<file path="src/rtl/core/lskj_pkg.sv">
// Shared types and codes for the latest-state keyed journal.
// No dependencies.
package lskj_pkg;

    localparam int KEY_W   = 64;
    localparam int TICK_W  = 64;
    localparam int KIND_W  = 2;
    localparam int IKIND_W = 3;
    localparam int OCNT_W  = 7;

    localparam logic [1:0] STATUS_OK      = 2'd0;
    localparam logic [1:0] STATUS_BADKIND = 2'd1;
    localparam logic [1:0] STATUS_FULL    = 2'd2;

    localparam logic MODE_RECORD = 1'b0;
    localparam logic MODE_QUERY  = 1'b1;

    localparam logic [KIND_W-1:0]  KIND_DISCOVERED = 2'd0;
    localparam logic [IKIND_W-1:0] KIND_MAX        = 3'd3;

    typedef struct packed {
        logic              valid;
        logic [KEY_W-1:0]  key;
        logic [TICK_W-1:0] tick;
        logic [KIND_W-1:0] kind;
    } entry_t;

    // Head compare outcome for one scan cycle.
    typedef struct packed {
        logic match;
        logic replace;
    } hit_t;

endpackage

</file>
<file path="src/rtl/core/lskj_head.sv">
// Head comparator: key match and last-writer-wins merge on the entry at slot 0.
// Depends on lskj_pkg.
module lskj_head (
    input  lskj_pkg::entry_t                  head,
    input  logic                              mode,
    input  logic [lskj_pkg::KEY_W-1:0]        key,
    input  logic [lskj_pkg::IKIND_W-1:0]      kind,
    input  logic [lskj_pkg::TICK_W-1:0]       tick,
    output lskj_pkg::entry_t                  wrap,
    output lskj_pkg::hit_t                    hit
);

    logic kind_ok;

    always_comb
    begin
        kind_ok     = (kind <= lskj_pkg::KIND_MAX);
        hit.match   = head.valid && (head.key == key);
        hit.replace = hit.match && (mode == lskj_pkg::MODE_RECORD) && kind_ok &&
                      (tick >= head.tick);
        wrap = head;
        if (hit.replace)
        begin
            wrap.tick = tick;
            wrap.kind = kind[lskj_pkg::KIND_W-1:0];
        end
    end

endmodule

</file>
<file path="config.mk">
export PLATFORM = sky130hd
export DESIGN_NAME = lskj_head
export DESIGN_NICKNAME = d
export VERILOG_FILES = /design/src/rtl/core/lskj_pkg.sv /design/src/rtl/core/lskj_head.sv
export SDC_FILE = /design/constraint.sdc
export NUM_CORES = 1
export LEC_CHECK = 0
export BUFFER_PORTS_ARGS = -buffer_cell sky130_fd_sc_hd__buf_2
export CORE_AREA = 2 2 154 156
export DETAILED_ROUTE_END_ITERATION = 8
export DIE_AREA = 0 0 156 158
export PLACE_DENSITY_LB_ADDON = 0.05
export REMOVE_ABC_BUFFERS = 1
export SYNTH_ARGS = -nofsm -noshare
export SYNTH_HDL_FRONTEND = slang
export SYNTH_SLANG_ARGS = --single-unit
export TNS_END_PERCENT = 50
</file>
<file path="constraint.sdc">
create_clock -name vclk -period 3.8
set_input_delay 0.76 -clock vclk [all_inputs]
set_output_delay 0.76 -clock vclk [all_outputs]
set_load 0.01 [all_outputs]
</file>
==> results of run 1 <==
## critical path, cell delays in order
cell	delay, ns
buf_6	0.09
nor2b_4	0.12
a2111oi_4	0.31
buf_4	0.15
nand4_1	0.14
or3_4	0.42
or4_4	0.54
a31oi_4	0.21
buf_6	0.17
buf_12	0.12
buf_16	0.14
mux2_4	0.31
buf_6	0.12
## per-stage QoR
| step | std cells | util [%] |
|---|---|---|
| after CTS | 1191 | 30.5 |
| after detailed placement | 1176 | 26.5 |
| after global routing | 1187 | 30.6 |
| final | 1187 | 30.6 |
| after global placement | 1176 | 26.5 |
| after floorplan | 418 | - |
## logic make-up (layout without fill, tap and decap cells)
kind of cell,Yosys count,after routing,share of synthesized area [%]
simple gates,103,103,14.8
buf+inv,150,557,22.9
mux,66,66,19.6
compound gates,65,65,11.8
xor+xnor,42,42,9.72
fa+ha+maj,64,64,21.2
## where the power goes
part           leakage, nW  internal, mW  switching (mW)
Combinational         3.87         0.381           0.309
Clock                    0             0               0
Sequential               0             0               0
Total                 3.87         0.381           0.309
## cell type report
type | count | area [sq um]
Inverter | 78 | 293
Fill cell | 2535 | 16000
Tap cell | 290 | 363
Timing Repair Buffer | 479 | 3160
Multi-Input combinational cell | 340 | 3250
## worst max path at each step
| stage | from | to | slack, ns | cells past startpoint |
|---|---|---|---|---|
| 5_1_grt | key[9] | wrap[0] | -0.69 | 12 |
| 3_5_place_dp | key[13] | wrap[33] | -0.73 | 11 |
| 3_3_place_gp | key[13] | wrap[15] | -0.68 | 11 |
| 2_1_floorplan | head[41] | wrap[11] | -0.87 | 9 |
| 6_report | head[127] | wrap[0] | -0.58 | 13 |
| 4_1_cts | head[127] | wrap[51] | -0.59 | 13 |
## cells in the final DEF, fill, tap and decap left out, types with 4 or more instances in the layout
master    Yosys  layout
mux2_1       58       8
xnor2_1      32      32
a21oi_1      24      24
o22ai_1       4       4
o21ai_0      11      10
buf_2         0     338
nor2b_1      19      16
inv_1        75      75
ha_1         64      64
nand4_1      18      18
a221oi_1      4       4
xor2_1       10      10
nand2_1      23      23
nand2b_1      6       6
nor3_1        6       6
buf_6         1      60
buf_12        0       9
mux2_4        0      58
nor2_1       11      10
buf_4        67      68
nand3_1       7       7
## metal layers
layer | GRT usage, % | vias up | part of all wire (%)
li1 | - | 2460 | -
met1 | 18.6 | 2179 | 43
met2 | 26.0 | 165 | 52
met3 | 0.657 | 6 | 4.1
met4 | 0.655 | 0 | 0.50
met5 | 0 | - | 0
## what timing repair did
item,in CTS,in global routing
cloned,7,0
resized for setup,129,30
setup buffers,9,0
hold endpoints to repair,0,0
hold buffers,0,0
pin swaps,3,2
endpoints found under the setup margin,66,66
==> results.yml, run 1 <==
logic_synthesis:
  syn_inst: 490
  synth_top_area_cell: "ha_1"
  synthTopCellsByCount: "inv_1, buf_4, ha_1"
  avgSynthCellArea_sq_um: 7.73
  post_synth_num_cell_types: 40
  synth-seq-area-share_pct: 0
  synth_warnings: 0
  syn-cell-area_sq_mm: 0.00379
  yosys.area.top_type_share_pct: 21.2
  yosysMostFrequentCell: "inv_1"
  synth_area_leaders: "ha_1, mux2_1, buf_4"
timing:
  layout_setup_ws_ns: -0.583
  min_period_over_period_pct: 115
  drv_slew: 0
  finalHoldViolCount: 0
  period_minus_slack_ns: 4.38
  hold_ws_ns: 1.73
  tightestPinTransition_ns: 0.498
  slew_headroom_pct: 66.5
  rsz0062_at_grt: "true"
  max_freq_ghz: 0.228
  fin_setup_tns_ns: -32.93
  setup_viol: 66
run:
  cap_violations: 0
die:
  initial_core_util_pct: 16.4
  die_x_microns: 156
  dieArea_sq_mm: 0.0246
  die_h_microns: 158
  num_rows: 56
  pin_count: 396
  coreArea_sq_mm: 0.0231
status:
  violations: "setup timing"
  status: "finished with violations"
detailed_routing:
  post-route-drc-count: 0
  dr.pass1.iters: 4
  via_count: 4810
  drt_iter0_drc: 103
  drt_wl_total_microns: 19400
  wl_per_cell_microns: 16.3
  postRouteAntennaNets: 0
  avgViaCountPerCell: 4.05
critical_path:
  worst_ep_arrival_time_ns: 3.62
  crit_fanout: 6
  cp-start-kind: "input port"
  worst_setup_path_end_kind: "primary output"
  critical_path_class: "in2out"
  cp.required_ns: 3.04
grt:
  grt_pass1_vias: 4877
  grt-ovfl-total: 0
  grt_max_degree: 17
  grt_pass1_wl_microns: 26900
  antenna_found_initial: 0
  grtUsageTotal_pct: 13.9
power:
  fin_total_pwr_mw: 0.690
  powerDensity_mw_per_mm2: 97.8
  p_leak_nw: 3.87
  ir_drop_v: 0.0000398
final_layout:
  nClkBuffers: 0
  drive_gt1_share_pct: 62.3
  seq_cells: 0
  synthToLayoutAreaGrowth_pct: 86.5
  fin_nets: 1226
  finish.instance_area_sq_mm: 0.00706
  regArea_sq_um: 0
  diodes: 0
min_path:
  holdPathStages: 2
  min_to: "wrap[130]"
  min_path_type: "in2out"
  worstHoldStart: "head[130]"
place:
  place_congestion: 0.834
  io_buffer_count: 396
  placed_area_sq_mm: 0.00611
  place_ws_ns: -0.726
  dp_hpwl_microns: 16400
Note: power is estimated with default switching activity, not from simulation.
==> run 2: changes to the inputs <==
- MAX_ROUTING_LAYER: not set -> met4
- PLACE_DENSITY_LB_ADDON: 0.05 -> not set
==> run 2 against run 1 <==
Effect of this change:
- the run still ends with setup timing left
- non-clock buffer count down 1
- sequential share of layout area unchanged
- fmax up 2.7%
- critical path depth unchanged
- die area unchanged
- core utilization down 0.82 points
- final area down 2.7%
- first-iteration DRC count up 78%
- total power down 0.25%
- via count up 1.5%
- critical path type unchanged
- critical endpoint is now wrap[19]
- largest power group unchanged
- highest routed layer unchanged
==> results.yml, run 2 (synthesized netlist as in run 1, its figures left out) <==
grt:
  grt_max_degree: 20
  grt_pass1_wl_microns: 24300
  grt-ovfl-total: 0
  grt_pass1_vias: 4597
  antenna_found_initial: 1
  grtUsageTotal_pct: 12.9
power:
  pwr-share-seq_pct: 0
  switchingPower_mw: 0.321
  powerDensity_mw_per_mm2: 100
  power.internal_mw: 0.368
  comb_power_share_pct: 100.0
  clockPowerShare_pct: 0
  p_leak_nw: 3.78
  ir_drop_v: 0.0000564
  sw_frac_of_total_pct: 46.5
critical_path:
  worst_ep_arrival_time_ns: 3.51
  critPathCapture: "wrap[19]"
  worst_setup_path_end_kind: "primary output"
  slowest_stage: "or4_4"
  worstPathCellList: "buf_2 -> xor2_1 -> nor4_1 -> buf_4 -> nand4_1 -> or3_4 -> or4_4 -> a31oi_4 -> buf_8 -> buf_12 -> buf_16 -> mux2_4 -> buf_6"
  critical_path_class: "in2out"
  max_stage_delay_ns: 0.57
  cp-start-kind: "input port"
  crit_fanout: 5
  startpoint: "key[15]"
  cp.required_ns: 3.04
timing:
  slew_headroom_pct: 73.8
  setup_viol: 66
  tightestPinTransition_ns: 0.383
  period_minus_slack_ns: 4.27
  max_freq_ghz: 0.234
  rsz0062_at_grt: "true"
  layout_setup_ws_ns: -0.469
  drv_slew: 0
  min_period_over_period_pct: 112
  finalHoldViolCount: 0
final_layout:
  synthToLayoutAreaGrowth_pct: 81.5
  drive_gt1_share_pct: 60.6
  fin_cells: 1187
  final_common_cell: "buf_2"
  seq_cells: 0
  regArea_sq_um: 0
  final_util_pct: 29.8
  multi_input_area_sq_mm: 0.00321
  nClkBuffers: 0
  final.fill_count: 2447
  mostFrequentLayoutCells: "buf_2, inv_1, buf_4"
  fin_nets: 1225
die:
  num_rows: 56
  dieArea_sq_mm: 0.0246
  initial_core_util_pct: 16.4
  pin_count: 396
  die_x_microns: 156
  die_h_microns: 158
  coreArea_sq_mm: 0.0231
detailed_routing:
  dr.pass1.iters: 4
  wl_per_cell_microns: 15.3
  avgViaCountPerCell: 4.11
  drt_iter0_drc: 183
  postRouteAntennaNets: 0
  via_count: 4882
  post-route-drc-count: 0
  drt_wl_total_microns: 18100
place:
  dp_hpwl_microns: 16100
  io_buffer_count: 396
  place_congestion: 0.889
  place_inst: 1178
status:
  violations: "setup timing"
  status: "finished with violations"
run:
  cap_violations: 0
min_path:
  holdPathStages: 2
  min_path_type: "in2out"
clock_network:
  cts-hold-fix-buffers: 0
==> run 2: per-layer routing <==
layer | up-vias | global-route usage (%) | part of all wire [%]
met5 | - | - | 0
met4 | 0 | 0.524 | 0.74
met3 | 8 | 2.27 | 8.8
met2 | 215 | 21.6 | 48
met1 | 2198 | 17.2 | 43
li1 | 2461 | - | -
==> run 2: worst min path at each step <==
stage	start	to	slack, ns
after floorplan	head[100]	wrap[100]	1.52
after global placement	head[130]	wrap[130]	1.72
after CTS	head[130]	wrap[130]	1.72
final	head[130]	wrap[130]	1.72
after global routing	head[72]	wrap[72]	1.74
after detailed placement	head[130]	wrap[130]	1.72
==> run 2: area by class of cell <==
class / count / share of cell area, %
Tap cell: 290 / 5.28
Multi-Input combinational cell: 340 / 46.7
Antenna cell: 1 / 0.0364
Timing Repair Buffer: 478 / 43.8
Inverter: 78 / 4.26
==> run 2: through the flow <==
step	instance area (sq um)	hold WS [ns]	power [mW]	setup slack, ns	TNS, ns
final	6870	1.72	0.689	-0.469	-28.26
after global routing	6870	1.74	0.759	-0.549	-33.29
after CTS	6630	1.72	0.662	-0.468	-27.52
after detailed placement	6160	1.72	0.618	-0.867	-53.52
after global placement	6160	1.72	0.611	-0.779	-48.04
after floorplan	3210	1.52	0.228	-0.873	-56.14
==> run 2: what timing repair did <==
item	in CTS	in global routing
gates cloned	3	2
setup buffers	5	0
pin swaps	6	5
hold endpoints to repair	0	0
resized for setup	70	48
setup endpoints to repair	66	66
==> run 2: critical path: cells and delay by family <==
kind | cells | cell delay [ns]
compound gates | 1 | 0.20
xor+xnor | 1 | 0.15
mux | 1 | 0.31
buf+inv | 6 | 0.78
simple gates | 4 | 1.30
==> run 2: power by group through the flow <==
stage	Combinational (mW)	Clock (mW)	Sequential, mW
floorplan	0.228	0	0
global placement	0.611	0	0
detailed placement	0.618	0	0
CTS	0.662	0	0
global route	0.759	0.0000000353	0
finish	0.689	0.0000000353	0
==> run 3: changes to the inputs <==
- GPL_ROUTABILITY_DRIVEN: not set -> 0
- MAX_ROUTING_LAYER: met4 -> not set
==> run 3 against run 2 <==
Effect of this change:
- fmax hardly changed
- critical endpoint unchanged
- sequential share of layout area is the same
- worst setup slack worse by 0.0034 ns
- combinational power hardly changed
- highest routed layer is now met5
- count of clock-buffer cells in the layout is the same
- the run still ends with setup timing left
- largest power group unchanged
- final area about the same
- cell count about the same
- first-iteration DRC count fell by 4.9%
- critical path depth unchanged
- global-route usage shrank 0.37 points
==> results.yml, run 3 (synthesized netlist as in run 1, its figures left out) <==
die:
  dieArea_sq_mm: 0.0246
  die_x_microns: 156
  num_rows: 56
  pin_count: 396
  initial_core_util_pct: 16.4
  die_h_microns: 158
  coreArea_sq_mm: 0.0231
final_layout:
  fin_nets: 1225
  seq_cells: 0
  diodes: 0
  multi_input_area_sq_mm: 0.00321
  final.fill_count: 2448
  nClkBuffers: 0
  regArea_sq_um: 0
  final_common_cell: "buf_2"
  mostFrequentLayoutCells: "buf_2, inv_1, buf_4"
  synthToLayoutAreaGrowth_pct: 81.4
  drive_gt1_share_pct: 60.6
  final_util_pct: 29.8
  fin_cells: 1186
timing:
  min_period_over_period_pct: 112
  setup_viol: 66
  fin_setup_tns_ns: -28.49
  drv_slew: 0
  tightestPinTransition_ns: 0.397
  max_freq_ghz: 0.234
  slew_headroom_pct: 72.8
  finalHoldViolCount: 0
  layout_setup_ws_ns: -0.472
  rsz0062_at_grt: "true"
  period_minus_slack_ns: 4.27
detailed_routing:
  drt_iter0_drc: 174
  wl_per_cell_microns: 15.3
  via_count: 4903
  post-route-drc-count: 0
  dr.pass1.iters: 4
  postRouteAntennaNets: 0
  avgViaCountPerCell: 4.13
  drt_wl_total_microns: 18100
critical_path:
  crit_fanout: 5
  cp_common_cell: "buf_6"
  worst_setup_path_end_kind: "primary output"
  max_stage_delay_ns: 0.57
  cp-start-kind: "input port"
  slowest_stage: "or4_4"
  worstPathCellList: "buf_6 -> nor2b_4 -> a2111oi_4 -> buf_4 -> nand4_1 -> or3_4 -> or4_4 -> a31oi_4 -> buf_8 -> buf_12 -> buf_16 -> mux2_4 -> buf_6"
  cp.required_ns: 3.04
  critical_path_class: "in2out"
  worst_ep_arrival_time_ns: 3.51
min_path:
  min_to: "wrap[130]"
  min_path_type: "in2out"
  holdPathStages: 2
  worstHoldStart: "head[130]"
grt:
  grt_max_degree: 20
  grt_pass1_vias: 4609
  antenna_found_initial: 1
  grtUsageTotal_pct: 12.6
  grt_pass1_wl_microns: 24300
  grt-ovfl-total: 0
status:
  status: "finished with violations"
  violations: "setup timing"
power:
  p_leak_nw: 3.78
  powerDensity_mw_per_mm2: 100
  ir_drop_v: 0.0000565
  fin_total_pwr_mw: 0.689
place:
  dp_hpwl_microns: 16100
  io_buffer_count: 396
  place_inst: 1178
run:
  cap_violations: 0
clock_network:
  cts-hold-fix-buffers: 0
## run 3: cell type report
class	instances	share of cell area (%)
Inverter	78	4.26
Multi-Input combinational cell	340	46.7
Tap cell	290	5.28
Timing Repair Buffer	478	43.8
## run 3: worst max path at each step
stage / from / to / slack [ns]
2_1_floorplan: head[41] / wrap[11] / -0.87
3_3_place_gp: key[49] / wrap[50] / -0.78
3_5_place_dp: key[49] / wrap[50] / -0.87
4_1_cts: head[122] / wrap[59] / -0.47
5_1_grt: key[13] / wrap[25] / -0.55
6_report: key[13] / wrap[19] / -0.47
## run 3: what timing repair did
item,CTS,global route
pin swaps,6,5
cloned,3,2
gates resized for setup,70,48
buffers inserted,5,0
endpoints found under the hold margin,0,0
setup endpoints to repair,66,66
## run 3: power by group
group | leakage, nW | switching [mW] | internal, mW | total [mW]
combinational | 3.78 | 0.321 | 0.368 | 0.689
clock | 0 | 0 | 0 | 0
sequential | 0 | 0 | 0 | 0
## run 3: worst max-delay path: cells and delay by family
| family | cells | cell delay [ns] |
|---|---|---|
| simple gates | 4 | 1.17 |
| mux | 1 | 0.31 |
| buf+inv | 6 | 0.75 |
| compound gates | 2 | 0.50 |
## run 3: metal layers
| metal | routed length (microns) | track usage, % |
|---|---|---|
| met5 | 13 | 0 |
| met4 | 164 | 0.786 |
| met3 | 1490 | 2.49 |
| met2 | 8650 | 21.5 |
| met1 | 7820 | 17.1 |
## run 3: metrics by stage
step	setup WS, ns	instance area, sq um	hold slack (ns)
after global routing	-0.549	6870	1.74
final	-0.472	6870	1.72
after CTS	-0.468	6630	1.72
after global placement	-0.779	6160	1.72
after detailed placement	-0.867	6160	1.72
after floorplan	-0.873	3210	1.52
